$ cat src/rtl/clrb_pkg.sv
package clrb_pkg;

  // Input operation codes
  localparam logic [1:0] OP_RECEIVE = 2'd0;
  localparam logic [1:0] OP_POP     = 2'd1;
  localparam logic [1:0] OP_PEEK    = 2'd2;

  // Result kinds
  localparam logic [1:0] RK_ECHO = 2'd0;
  localparam logic [1:0] RK_POP  = 2'd1;
  localparam logic [1:0] RK_PEEK = 2'd2;

  // Control characters
  localparam logic [7:0] CH_BS  = 8'h08;
  localparam logic [7:0] CH_LF  = 8'h0A;
  localparam logic [7:0] CH_CR  = 8'h0D;
  localparam logic [7:0] CH_ESC = 8'h1B;
  localparam logic [7:0] CH_SP  = 8'h20;

  localparam logic [11:0] LINE_COUNT_MAX = 12'hFFF;

  // Configuration registers, selected by address bit 2
  localparam int          CFG_AW       = 3;
  localparam logic        REG_ECHO_DIS = 1'b0;
  localparam logic        REG_MAX_LINE = 1'b1;
  localparam logic [12:0] MAX_LINE_RST = 13'd256;

  // Command queue between front and back
  localparam int CMDQ_DEPTH = 2;
  localparam int CMDQ_AW    = $clog2(CMDQ_DEPTH);

  typedef enum logic [1:0] {
    ACT_RECEIVE,
    ACT_POP,
    ACT_PEEK
  } clrb_act_t;

  typedef enum logic [1:0] {
    BK_IDLE,
    BK_ECHO,
    BK_POP,
    BK_PEEK
  } clrb_bk_state_t;

  typedef struct packed {
    logic [1:0] operation;
    logic [7:0] data_byte;
    logic       end_of_packet;
  } clrb_cmd_t;

  typedef struct packed {
    logic [1:0]  result_kind;
    logic [7:0]  out_byte;
    logic        buffer_empty;
    logic        line_end;
    logic        kept;
    logic [11:0] line_count;
    logic        found;
    logic [7:0]  position;
    logic        last;
  } clrb_rsp_t;

  // Classified command as it travels through the queue
  typedef struct packed {
    clrb_act_t   act;
    logic [7:0]  data;
    logic        edit;
    logic        is_bs;
    logic        is_lf;
    logic        is_cr;
    logic        is_term;
    logic [12:0] limit;
  } clrb_entry_t;

  function automatic logic is_line_term(input logic [7:0] c);
    return (c == CH_CR) || (c == CH_LF) || (c == CH_ESC);
  endfunction

endpackage

$ cat src/rtl/clrb_ram.sv
module clrb_ram #(
  parameter int WIDTH = 8,
  parameter int DEPTH = 256,
  localparam int AW = $clog2(DEPTH)
) (
  input  logic             clk,
  input  logic             we,
  input  logic [AW-1:0]    waddr,
  input  logic [WIDTH-1:0] wdata,
  input  logic             re,
  input  logic [AW-1:0]    raddr,
  output logic [WIDTH-1:0] rdata
);

  logic [WIDTH-1:0] mem [DEPTH];

  always_ff @(posedge clk) begin
    if (we) begin
      mem[waddr] <= wdata;
    end
    if (re) begin
      rdata <= mem[raddr];
    end
  end

endmodule

$ cat src/rtl/clrb_front.sv
module clrb_front import clrb_pkg::*; (
  input  logic        start,
  input  clrb_cmd_t   cmd,
  input  logic        echo_disable,
  input  logic [12:0] max_line_length,
  input  logic        q_full,
  output logic        busy,
  output logic        push,
  output clrb_entry_t entry
);

  logic accept;
  logic known;

  assign busy   = q_full;
  assign accept = start && !q_full;

  // Classify the byte and capture the configuration in force at acceptance
  always_comb begin
    entry         = '0;
    known         = 1'b1;
    entry.data    = cmd.data_byte;
    entry.edit    = !echo_disable;
    entry.is_bs   = (cmd.data_byte == CH_BS);
    entry.is_lf   = (cmd.data_byte == CH_LF);
    entry.is_cr   = (cmd.data_byte == CH_CR);
    entry.is_term = is_line_term(cmd.data_byte);
    entry.limit   = (max_line_length == 13'd0) ? 13'd0 : max_line_length - 13'd1;
    case (cmd.operation)
      OP_RECEIVE: entry.act = ACT_RECEIVE;
      OP_POP:     entry.act = ACT_POP;
      OP_PEEK:    entry.act = ACT_PEEK;
      default: begin
        // unknown operation: drop it
        entry.act = ACT_RECEIVE;
        known     = 1'b0;
      end
    endcase
  end

  assign push = accept && known;

endmodule

$ cat src/rtl/clrb_cmdq.sv
module clrb_cmdq import clrb_pkg::*; (
  input  logic        clk,
  input  logic        rst,
  input  logic        push,
  input  clrb_entry_t entry,
  output logic        full,
  input  logic        take,
  output clrb_entry_t head,
  output logic        head_valid
);

  clrb_entry_t slots [CMDQ_DEPTH];
  logic [CMDQ_AW-1:0] wr_ptr;
  logic [CMDQ_AW-1:0] rd_ptr;
  logic [CMDQ_AW:0]   count;
  logic               do_take;

  assign full       = (count == (CMDQ_AW+1)'(CMDQ_DEPTH));
  assign head_valid = (count != '0);
  assign head       = slots[rd_ptr];
  assign do_take    = take && head_valid;

  always_ff @(posedge clk) begin
    if (rst) begin
      wr_ptr <= '0;
      rd_ptr <= '0;
      count  <= '0;
    end else begin
      if (push) begin
        wr_ptr <= wr_ptr + 1'b1;
      end
      if (do_take) begin
        rd_ptr <= rd_ptr + 1'b1;
      end
      if (push && !do_take) begin
        count <= count + 1'b1;
      end else if (!push && do_take) begin
        count <= count - 1'b1;
      end
    end
  end

  always_ff @(posedge clk) begin
    if (push) begin
      slots[wr_ptr] <= entry;
    end
  end

endmodule

$ cat src/rtl/clrb_back.sv
module clrb_back import clrb_pkg::*; #(
  parameter int BUFFER_DEPTH = 256,
  localparam int PW = $clog2(BUFFER_DEPTH)
) (
  input  logic          clk,
  input  logic          rst,
  input  clrb_entry_t   head,
  input  logic          head_valid,
  output logic          head_take,
  output logic          ram_we,
  output logic [PW-1:0] ram_waddr,
  output logic [7:0]    ram_wdata,
  output logic          ram_re,
  output logic [PW-1:0] ram_raddr,
  input  logic [7:0]    ram_rdata,
  output clrb_rsp_t     rsp,
  output logic          rsp_valid
);

  localparam logic [PW-1:0] LAST_IDX = PW'(BUFFER_DEPTH - 1);

  function automatic logic [PW-1:0] ptr_inc(input logic [PW-1:0] p);
    return (p == LAST_IDX) ? '0 : p + 1'b1;
  endfunction

  clrb_bk_state_t state, state_next;

  logic [PW-1:0] wp, wp_next;
  logic [PW-1:0] rp, rp_next;
  logic          prev_cr, prev_cr_next;
  logic [11:0]   line_cnt, line_cnt_next;
  logic [7:0]    eb1, eb1_next;
  logic [7:0]    eb2, eb2_next;
  logic [1:0]    ecnt, ecnt_next;
  logic [1:0]    eidx, eidx_next;
  logic [12:0]   pop_limit, pop_limit_next;
  logic [7:0]    key, key_next;
  logic [PW-1:0] avail, avail_next;
  logic [PW-1:0] ic, ic_next;
  logic [PW-1:0] peek_ptr, peek_ptr_next;
  logic          cmp_v, cmp_v_next;
  logic [PW-1:0] cmp_i, cmp_i_next;
  clrb_rsp_t     rsp_next;
  logic          rsp_valid_next;

  logic [PW-1:0] wp_inc, wp_dec;
  logic          buf_empty, buf_full;
  logic [PW:0]   used_w;
  logic [PW-1:0] used;
  logic          peek_hit, peek_done;
  logic [PW+7:0] pos_ext;

  // receive plan
  logic       rx_store;
  logic       rx_back;
  logic       rx_prev_cr;
  logic [1:0] rx_ecnt;
  logic [7:0] rx_eb0, rx_eb1, rx_eb2;

  assign wp_inc    = ptr_inc(wp);
  assign wp_dec    = (wp == '0) ? LAST_IDX : wp - 1'b1;
  assign buf_empty = (wp == rp);
  assign buf_full  = (wp_inc == rp);
  assign used_w    = (wp >= rp) ? ({1'b0, wp} - {1'b0, rp})
                                : ({1'b0, wp} + (PW+1)'(BUFFER_DEPTH) - {1'b0, rp});
  assign used      = used_w[PW-1:0];
  assign peek_hit  = cmp_v && (ram_rdata == key);
  assign peek_done = cmp_v && (peek_hit || (cmp_i == avail - 1'b1));
  assign pos_ext   = {8'b0, cmp_i};

  // Editing decisions for a received byte
  always_comb begin
    rx_store   = 1'b0;
    rx_back    = 1'b0;
    rx_prev_cr = prev_cr;
    rx_ecnt    = 2'd0;
    rx_eb0     = head.data;
    rx_eb1     = CH_SP;
    rx_eb2     = CH_BS;
    if (head.edit) begin
      if (head.is_bs) begin
        if (!buf_empty) begin
          rx_back = 1'b1;
          rx_ecnt = 2'd3;
          rx_eb0  = CH_BS;
        end
      end else if (head.is_lf && prev_cr) begin
        rx_prev_cr = 1'b0;
      end else begin
        if (head.is_term) begin
          rx_eb0  = CH_LF;
          rx_ecnt = 2'd1;
          if (head.is_cr) begin
            rx_prev_cr = 1'b1;
          end
        end
        if (!buf_full) begin
          rx_store = 1'b1;
          if (head.is_term) begin
            rx_eb1  = CH_CR;
            rx_ecnt = 2'd2;
          end else begin
            rx_ecnt = 2'd1;
          end
        end
      end
    end else begin
      rx_store = !buf_full;
    end
  end

  always_comb begin
    state_next = state;
    case (state)
      BK_IDLE: begin
        if (head_valid) begin
          case (head.act)
            ACT_RECEIVE: if (rx_ecnt >= 2'd2) state_next = BK_ECHO;
            ACT_POP:     if (!buf_empty) state_next = BK_POP;
            ACT_PEEK:    if (used != '0) state_next = BK_PEEK;
            default:     state_next = BK_IDLE;
          endcase
        end
      end
      BK_ECHO: if (eidx == ecnt - 2'd1) state_next = BK_IDLE;
      BK_POP:  state_next = BK_IDLE;
      BK_PEEK: if (peek_done) state_next = BK_IDLE;
      default: state_next = BK_IDLE;
    endcase
  end

  always_comb begin
    wp_next        = wp;
    rp_next        = rp;
    prev_cr_next   = prev_cr;
    line_cnt_next  = line_cnt;
    eb1_next       = eb1;
    eb2_next       = eb2;
    ecnt_next      = ecnt;
    eidx_next      = eidx;
    pop_limit_next = pop_limit;
    key_next       = key;
    avail_next     = avail;
    ic_next        = ic;
    peek_ptr_next  = peek_ptr;
    cmp_v_next     = cmp_v;
    cmp_i_next     = cmp_i;
    rsp_next       = '0;
    rsp_valid_next = 1'b0;
    head_take      = 1'b0;
    ram_we         = 1'b0;
    ram_waddr      = wp;
    ram_wdata      = head.data;
    ram_re         = 1'b0;
    ram_raddr      = rp;
    case (state)
      BK_IDLE: begin
        if (head_valid) begin
          head_take = 1'b1;
          case (head.act)
            ACT_RECEIVE: begin
              ram_we       = rx_store;
              prev_cr_next = rx_prev_cr;
              eb1_next     = rx_eb1;
              eb2_next     = rx_eb2;
              ecnt_next    = rx_ecnt;
              eidx_next    = 2'd1;
              if (rx_store) begin
                wp_next = wp_inc;
              end else if (rx_back) begin
                wp_next = wp_dec;
              end
              if (rx_ecnt != 2'd0) begin
                rsp_valid_next       = 1'b1;
                rsp_next.result_kind = RK_ECHO;
                rsp_next.out_byte    = rx_eb0;
                rsp_next.last        = (rx_ecnt == 2'd1);
              end
            end
            ACT_POP: begin
              if (buf_empty) begin
                rsp_valid_next        = 1'b1;
                rsp_next.result_kind  = RK_POP;
                rsp_next.buffer_empty = 1'b1;
                rsp_next.line_count   = line_cnt;
                rsp_next.last         = 1'b1;
              end else begin
                ram_re         = 1'b1;
                rp_next        = ptr_inc(rp);
                pop_limit_next = head.limit;
              end
            end
            ACT_PEEK: begin
              if (used == '0) begin
                rsp_valid_next       = 1'b1;
                rsp_next.result_kind = RK_PEEK;
                rsp_next.last        = 1'b1;
              end else begin
                key_next      = head.data;
                avail_next    = used;
                ic_next       = '0;
                peek_ptr_next = rp;
                cmp_v_next    = 1'b0;
              end
            end
            default: head_take = 1'b1;
          endcase
        end
      end
      BK_ECHO: begin
        rsp_valid_next       = 1'b1;
        rsp_next.result_kind = RK_ECHO;
        rsp_next.out_byte    = (eidx == 2'd2) ? eb2 : eb1;
        rsp_next.last        = (eidx == ecnt - 2'd1);
        eidx_next            = eidx + 2'd1;
      end
      BK_POP: begin
        rsp_valid_next       = 1'b1;
        rsp_next.result_kind = RK_POP;
        rsp_next.out_byte    = ram_rdata;
        rsp_next.last        = 1'b1;
        rsp_next.line_count  = line_cnt;
        if (is_line_term(ram_rdata)) begin
          rsp_next.line_end = 1'b1;
          line_cnt_next     = '0;
        end else if (({1'b0, line_cnt} < pop_limit) && (line_cnt != LINE_COUNT_MAX)) begin
          rsp_next.kept       = 1'b1;
          rsp_next.line_count = line_cnt + 12'd1;
          line_cnt_next       = line_cnt + 12'd1;
        end
      end
      BK_PEEK: begin
        // issue one read per cycle, compare the byte read the cycle before
        if (ic < avail) begin
          ram_re        = 1'b1;
          ram_raddr     = peek_ptr;
          peek_ptr_next = ptr_inc(peek_ptr);
          ic_next       = ic + 1'b1;
          cmp_v_next    = 1'b1;
          cmp_i_next    = ic;
        end else begin
          cmp_v_next = 1'b0;
        end
        if (peek_done) begin
          rsp_valid_next       = 1'b1;
          rsp_next.result_kind = RK_PEEK;
          rsp_next.found       = peek_hit;
          rsp_next.position    = peek_hit ? pos_ext[7:0] : 8'd0;
          rsp_next.last        = 1'b1;
        end
      end
      default: head_take = 1'b0;
    endcase
  end

  always_ff @(posedge clk) begin
    if (rst) begin
      state     <= BK_IDLE;
      wp        <= '0;
      rp        <= '0;
      prev_cr   <= 1'b0;
      line_cnt  <= '0;
      rsp_valid <= 1'b0;
      cmp_v     <= 1'b0;
    end else begin
      state     <= state_next;
      wp        <= wp_next;
      rp        <= rp_next;
      prev_cr   <= prev_cr_next;
      line_cnt  <= line_cnt_next;
      rsp_valid <= rsp_valid_next;
      cmp_v     <= cmp_v_next;
    end
  end

  always_ff @(posedge clk) begin
    eb1       <= eb1_next;
    eb2       <= eb2_next;
    ecnt      <= ecnt_next;
    eidx      <= eidx_next;
    pop_limit <= pop_limit_next;
    key       <= key_next;
    avail     <= avail_next;
    ic        <= ic_next;
    peek_ptr  <= peek_ptr_next;
    cmp_i     <= cmp_i_next;
    rsp       <= rsp_next;
  end

endmodule

$ cat src/rtl/console_line_rx_buffer_top.sv
// Channel   | Handshake                          | Payload
// ----------+------------------------------------+---------------------------
// command   | start & !busy accepts              | cmd  (clrb_cmd_t)
// result    | rsp_valid, one cycle per result    | rsp  (clrb_rsp_t)
// config    | APB write: psel&penable&pwrite     | paddr[2] selects, pwdata
//
// A transaction enters a two-deep command queue; busy is high only while the
// queue is full. The back end drains the queue one transaction at a time:
// receive gives up to 3 echo results, pop makes one byte-store read unless the
// buffer is empty, and peek walks the unread bytes at one store read per cycle,
// or answers without a read when nothing is unread.
// Reset is synchronous on rst and needs no clearing pass; the byte store
// holds no valid bits. The receiver cannot stall results, so rsp_valid is
// held for exactly one cycle per result.
module console_line_rx_buffer_top import clrb_pkg::*; #(
  parameter int BUFFER_DEPTH = 256
) (
  input  logic              clk,
  input  logic              rst,
  input  logic              psel,
  input  logic              penable,
  input  logic              pwrite,
  input  logic [CFG_AW-1:0] paddr,
  input  logic [31:0]       pwdata,
  output logic [31:0]       prdata,
  output logic              pready,
  input  logic              start,
  output logic              busy,
  input  clrb_cmd_t         cmd,
  output logic              rsp_valid,
  output clrb_rsp_t         rsp
);

  localparam int PW = $clog2(BUFFER_DEPTH);

  logic        echo_disable;
  logic [12:0] max_line_length;
  logic        cfg_write;

  logic        q_full;
  logic        q_push;
  clrb_entry_t q_entry;
  clrb_entry_t q_head;
  logic        q_head_valid;
  logic        q_take;

  logic          ram_we;
  logic [PW-1:0] ram_waddr;
  logic [7:0]    ram_wdata;
  logic          ram_re;
  logic [PW-1:0] ram_raddr;
  logic [7:0]    ram_rdata;

  // Configuration: address bit 2 selects the register, writes are registered
  assign pready    = 1'b1;
  assign cfg_write = psel && penable && pwrite && pready;

  always_ff @(posedge clk) begin
    if (rst) begin
      echo_disable    <= 1'b0;
      max_line_length <= MAX_LINE_RST;
    end else if (cfg_write) begin
      case (paddr[2])
        REG_ECHO_DIS: echo_disable    <= pwdata[0];
        REG_MAX_LINE: max_line_length <= pwdata[12:0];
        default:      echo_disable    <= echo_disable;
      endcase
    end
  end

  always_comb begin
    case (paddr[2])
      REG_ECHO_DIS: prdata = {31'b0, echo_disable};
      REG_MAX_LINE: prdata = {19'b0, max_line_length};
      default:      prdata = '0;
    endcase
  end

  // Front: accept and classify; drop unknown operations
  clrb_front u_front (
    .start           (start),
    .cmd             (cmd),
    .echo_disable    (echo_disable),
    .max_line_length (max_line_length),
    .q_full          (q_full),
    .busy            (busy),
    .push            (q_push),
    .entry           (q_entry)
  );

  // Queue: decouple acceptance from execution
  clrb_cmdq u_cmdq (
    .clk        (clk),
    .rst        (rst),
    .push       (q_push),
    .entry      (q_entry),
    .full       (q_full),
    .take       (q_take),
    .head       (q_head),
    .head_valid (q_head_valid)
  );

  // Back: edit, store, pop and search the ring buffer
  clrb_back #(
    .BUFFER_DEPTH (BUFFER_DEPTH)
  ) u_back (
    .clk        (clk),
    .rst        (rst),
    .head       (q_head),
    .head_valid (q_head_valid),
    .head_take  (q_take),
    .ram_we     (ram_we),
    .ram_waddr  (ram_waddr),
    .ram_wdata  (ram_wdata),
    .ram_re     (ram_re),
    .ram_raddr  (ram_raddr),
    .ram_rdata  (ram_rdata),
    .rsp        (rsp),
    .rsp_valid  (rsp_valid)
  );

  // Byte store of the ring buffer
  clrb_ram #(
    .WIDTH (8),
    .DEPTH (BUFFER_DEPTH)
  ) u_store (
    .clk   (clk),
    .we    (ram_we),
    .waddr (ram_waddr),
    .wdata (ram_wdata),
    .re    (ram_re),
    .raddr (ram_raddr),
    .rdata (ram_rdata)
  );

endmodule
$ cat config.mk
export PLATFORM = sky130hd
export DESIGN_NAME = console_line_rx_buffer_top
export DESIGN_NICKNAME = d
export VERILOG_FILES = /design/src/rtl/clrb_pkg.sv /design/src/rtl/clrb_ram.sv /design/src/rtl/clrb_front.sv /design/src/rtl/clrb_cmdq.sv /design/src/rtl/clrb_back.sv /design/src/rtl/console_line_rx_buffer_top.sv
export SDC_FILE = /design/constraint.sdc
export NUM_CORES = 2
export LEC_CHECK = 0
export ABC_CLOCK_PERIOD_IN_PS = 4700
export BUFFER_PORTS_ARGS = -buffer_cell sky130_fd_sc_hd__buf_4
export CAP_MARGIN = 20
export CORE_MARGIN = 4
export CORE_UTILIZATION = 55
export CTS_CLUSTER_SIZE = 24
export DETAILED_ROUTE_END_ITERATION = 8
export PLACE_DENSITY = 0.71
export SLEW_MARGIN = 20
export SYNTH_ARGS = -nofsm -noshare
export SYNTH_HDL_FRONTEND = slang
export SYNTH_HIERARCHICAL = 1
export SYNTH_SLANG_ARGS = --single-unit
$ cat constraint.sdc
create_clock -name clk -period 4.7 [get_ports clk]
set_input_delay 0.705 -clock clk [delete_from_list [all_inputs] [get_ports clk]]
set_output_delay 0.705 -clock clk [all_outputs]
set_load 0.02 [all_outputs]
==> flow_metrics.env <==
export IMPL_cts_htree_levels=4
export IMPL_clock_sinks=2258
export IMPL_dr_total_vias=48210
export IMPL_antenna_left=0
export IMPL_maxCapViolations=0
export IMPL_netlist_area_mm2=0.09074
export IMPL_yosys_warnings=6
export IMPL_irDropWorstVdd_mv=0.3927
export IMPL_fin_worst_skew_ns=0.03463
export IMPL_root_buffer="clkbuf_16"
export IMPL_yosys_area_top_type="edfxtp_1"
export IMPL_finalHoldViolCount=0
export IMPL_synth_top_area_frac=0.7185
export IMPL_start_kind="flip-flop"
export IMPL_mostFrequentLayoutCells="edfxtp_1 (2,171), buf_4 (495), mux4_2 (454)"
export IMPL_start_util=0.5555
export IMPL_cts_buffer_depth=3
export IMPL_hold_path_class="in2reg"
export IMPL_viasPerCell=6.319
export IMPL_post_place_cells=7216
export IMPL_drt_iter0_markers=6584
export IMPL_setup_violations=0
export IMPL_grt_overflow=0
export IMPL_synthArstFlopShare=0
export IMPL_worstMarginPinSlew_ns=1.113
export IMPL_met3_usage=0.04965
export IMPL_antenna_found_initial=3
export IMPL_leakage_nw=32.75
export IMPL_worst_slack_ns=0.08883
export IMPL_status="complete, no violations"
export IMPL_max_stage_delay_ns=0.56
export IMPL_grt_first_pass_wirelength_mm=320.6
export IMPL_grt_start_max_net_pins=156
export IMPL_arrival_ns=5.25
export IMPL_min_from="cmd[4]"
export IMPL_cp_cell_sequence="inv_1 -> ha_1 -> a21o_1 -> a21o_1 -> a211oi_1 -> o21a_1 -> o21ai_1 -> buf_6 -> mux2_8 -> buf_12 -> buf_12 -> buf_16 -> buf_4 -> mux4_2 -> a22oi_1 -> a21oi_1 -> nor4_2 -> buf_4 -> nor4_1"
export IMPL_track_usage=0.2506
export IMPL_totalWireLength_mm=216.7
export IMPL_syn_avg_cell_area_um2=18.92
export IMPL_io_pins=122
export IMPL_rows=148
export IMPL_period_share=0.9811
export IMPL_drc=0
export IMPL_busiest_layer="met2"
export IMPL_fmax_mhz=216.9
export IMPL_grtUsageMet1=0.3641
export IMPL_power_density_mw_per_mm2=466.2
export IMPL_slew_headroom=0.2579
export IMPL_final_max_slew_violation_count=0
export IMPL_port_buffers=79
export IMPL_post_route_min_period_ns=4.611
export IMPL_holdPathStages=1
export IMPL_gp_congestion=0.8867
export IMPL_setup_worst_path_end="u_store/rdata[4]"
export IMPL_layout_drive_gt1_share=0.2639
export IMPL_critPathKind="reg2reg"
export IMPL_syn2layout_area_growth_pct=14.39
export IMPL_r2r_end="u_store/rdata[4]"
export IMPL_fp_dieH_um=414.2
export IMPL_critPathBufInv=7
export IMPL_layout_cells_most_common="edfxtp_1"
export IMPL_first_pass_iters=6
export IMPL_wl_per_cell_um=28.40
export IMPL_grt_pass1_vias=47860
export IMPL_rrSetupSlack_ns=0.09
export IMPL_cts_buffers=214
export IMPL_path_clk_slew_ns=0.06
export IMPL_seq_area_frac_synth=0.7377
export IMPL_crit_path_start="u_back/avail[1]"
export IMPL_dp_hpwl_mm=136.6
export IMPL_insertion_delay_ns=0.85
export IMPL_r2r_start="u_back/avail[1]"
export IMPL_synth_cell_types=107
export IMPL_grt_setup_unrepaired="yes"
export IMPL_synthTopCellsByArea="edfxtp_1 (72%), mux4_2 (11%), dfxtp_1 (1.9%)"
export IMPL_path_delay_family="compound AO/OA/AOI/OAI gates"
export IMPL_synth_seq_cells=2258
export IMPL_cp_slowest_cell="a21oi_1"
export IMPL_end_kind="flip-flop"
export IMPL_synth_edf_count=2171
export IMPL_reg2reg_depth=19
export IMPL_die_area_mm2=0.1715
export IMPL_dpl_worst_slack_ns=-0.4778
export IMPL_die_x_um=414.2
export IMPL_grt_use_met2=0.3883
export IMPL_cp_num_cells=19
export IMPL_synth_cells=4796
export IMPL_nets=5372
export IMPL_tritoncts="done"
export IMPL_finalSetupTns_ns=0
export IMPL_final_cells=7629
export IMPL_crit_path_max_fanout=17
export IMPL_synth_main_ff_cell="edfxtp_1"
export IMPL_coreArea_mm2=0.1633
export IMPL_cp_data_required_time_ns=5.34
-- power breakdown --
| group | total, mW | leakage (nW) | switching, mW | internal, mW |
|---|---|---|---|---|
| registers | 24.6 | 20.2 | 0.233 | 24.3 |
| clock network | 16.9 | 3.35 | 7.44 | 9.46 |
| logic | 6.93 | 9.19 | 4.69 | 2.24 |
| total | 48.4 | 32.7 | 12.4 | 36.0 |
-- timing repair --
action | 4_1_cts | 5_1_grt
pin swaps | 2 | 7
endpoints found under the setup margin | 8 | 8
gates cloned | 0 | 2
hold buffers | 0 | 0
buffers inserted | 10 | 3
resized for setup | 10 | 44
-- cell families (layout without fill, tap and decap cells) --
logic type,count (synthesis),count (layout),share of synthesized area
DFF,2258,2258,0.7377
and+or+nand+nor,836,836,0.04607
muxes,652,652,0.1354
AOI/OAI and AO/OA,567,567,0.04420
buffers and inverters,374,1013,0.02419
xor gates and xnor gates,60,60,0.005792
adders and majority gates,47,47,0.006564
other,2,21,0.00008277
-- worst reg2reg max path: stages (launching register included) --
cell      delay, ns
edfxtp_1       0.42
inv_1          0.10
ha_1           0.23
a21o_1         0.15
a21o_1         0.17
a211oi_1       0.24
o21a_1         0.19
o21ai_1        0.16
buf_6          0.20
mux2_8         0.41
buf_12         0.20
buf_12         0.18
buf_16         0.18
buf_4          0.21
mux4_2         0.22
a22oi_1        0.11
a21oi_1        0.56
nor4_2         0.08
buf_4          0.18
nor4_1         0.23
-- routing by layer --
layer,wire length [um],vias up
met4,7228,2
li1,-,20450
met5,13,-
met1,85190,24960
met3,21100,419
met2,103100,2371
-- how the worst min path moves through the flow --
stage | to | slack [ns]
final | u_cmdq/slots[0][21] | 0.07
after detailed placement | echo_disable | 0.49
after floorplan | u_cmdq/slots[0][17] | 0.45
after global placement | echo_disable | 0.48
after global routing | u_cmdq/slots[0][21] | 0.02
after CTS | u_cmdq/slots[0][21] | 0.004
-- state kept, by name, indices dropped and copies added, names as in the netlist, 8 cells and up, named ones only --
name              cells
max_line_length      13
u_back/cmp_i          8
u_back/line_cnt      12
u_back/key            8
u_back/rp             8
u_back/rsp           35
u_back/ic             8
u_back/pop_limit     13
u_cmdq/slots         56
u_back/avail          8
u_back/peek_ptr       8
u_back/ram_waddr      8
u_store/rdata         8
u_store/mem        2048
-- Yosys cell counts, drive strengths merged (17+ instances only) --
cell type	instances
mux4	456
buf	181
nand4	23
xnor2	31
nor2	361
a211oi	20
nor3	47
inv	62
nand2	97
o221ai	49
mux2	39
a21oi	130
edfxtp	2171
ha	46
xor2	29
mux2i	157
a22oi	137
nand2b	38
and2	29
nor4	40
clkbuf	129
o21ai	46
dfxtp	87
nor2b	44
a31oi	17
o211ai	23
o22ai	36
nand3	76
-- per-stage QoR --
| stage | total power [mW] | area [um2] | hold WS, ns | util |
|---|---|---|---|---|
| after floorplan | 29.27 | 90800 | 0.4539 | - |
| after global routing | 50.13 | 103800 | 0.01757 | 0.6355 |
| after detailed placement | 31.85 | 96380 | 0.4928 | 0.5901 |
| after CTS | 48.60 | 103500 | 0.003842 | 0.6334 |
| after global placement | 31.61 | 96370 | 0.4789 | 0.5901 |
| final | 48.38 | 103800 | 0.06519 | 0.6355 |
-- layout make-up --
type	instances	area [um2]
fillers	11000	59540
clock buffers	263	5570
repair buffers	553	4876
well taps	2175	2721
flip-flops and latches	2258	66930
multi-input cells	2182	22100
diodes	1	2.502
inverters	64	240.2
clock inverters	133	1345
(Power assumes the default switching activity.)
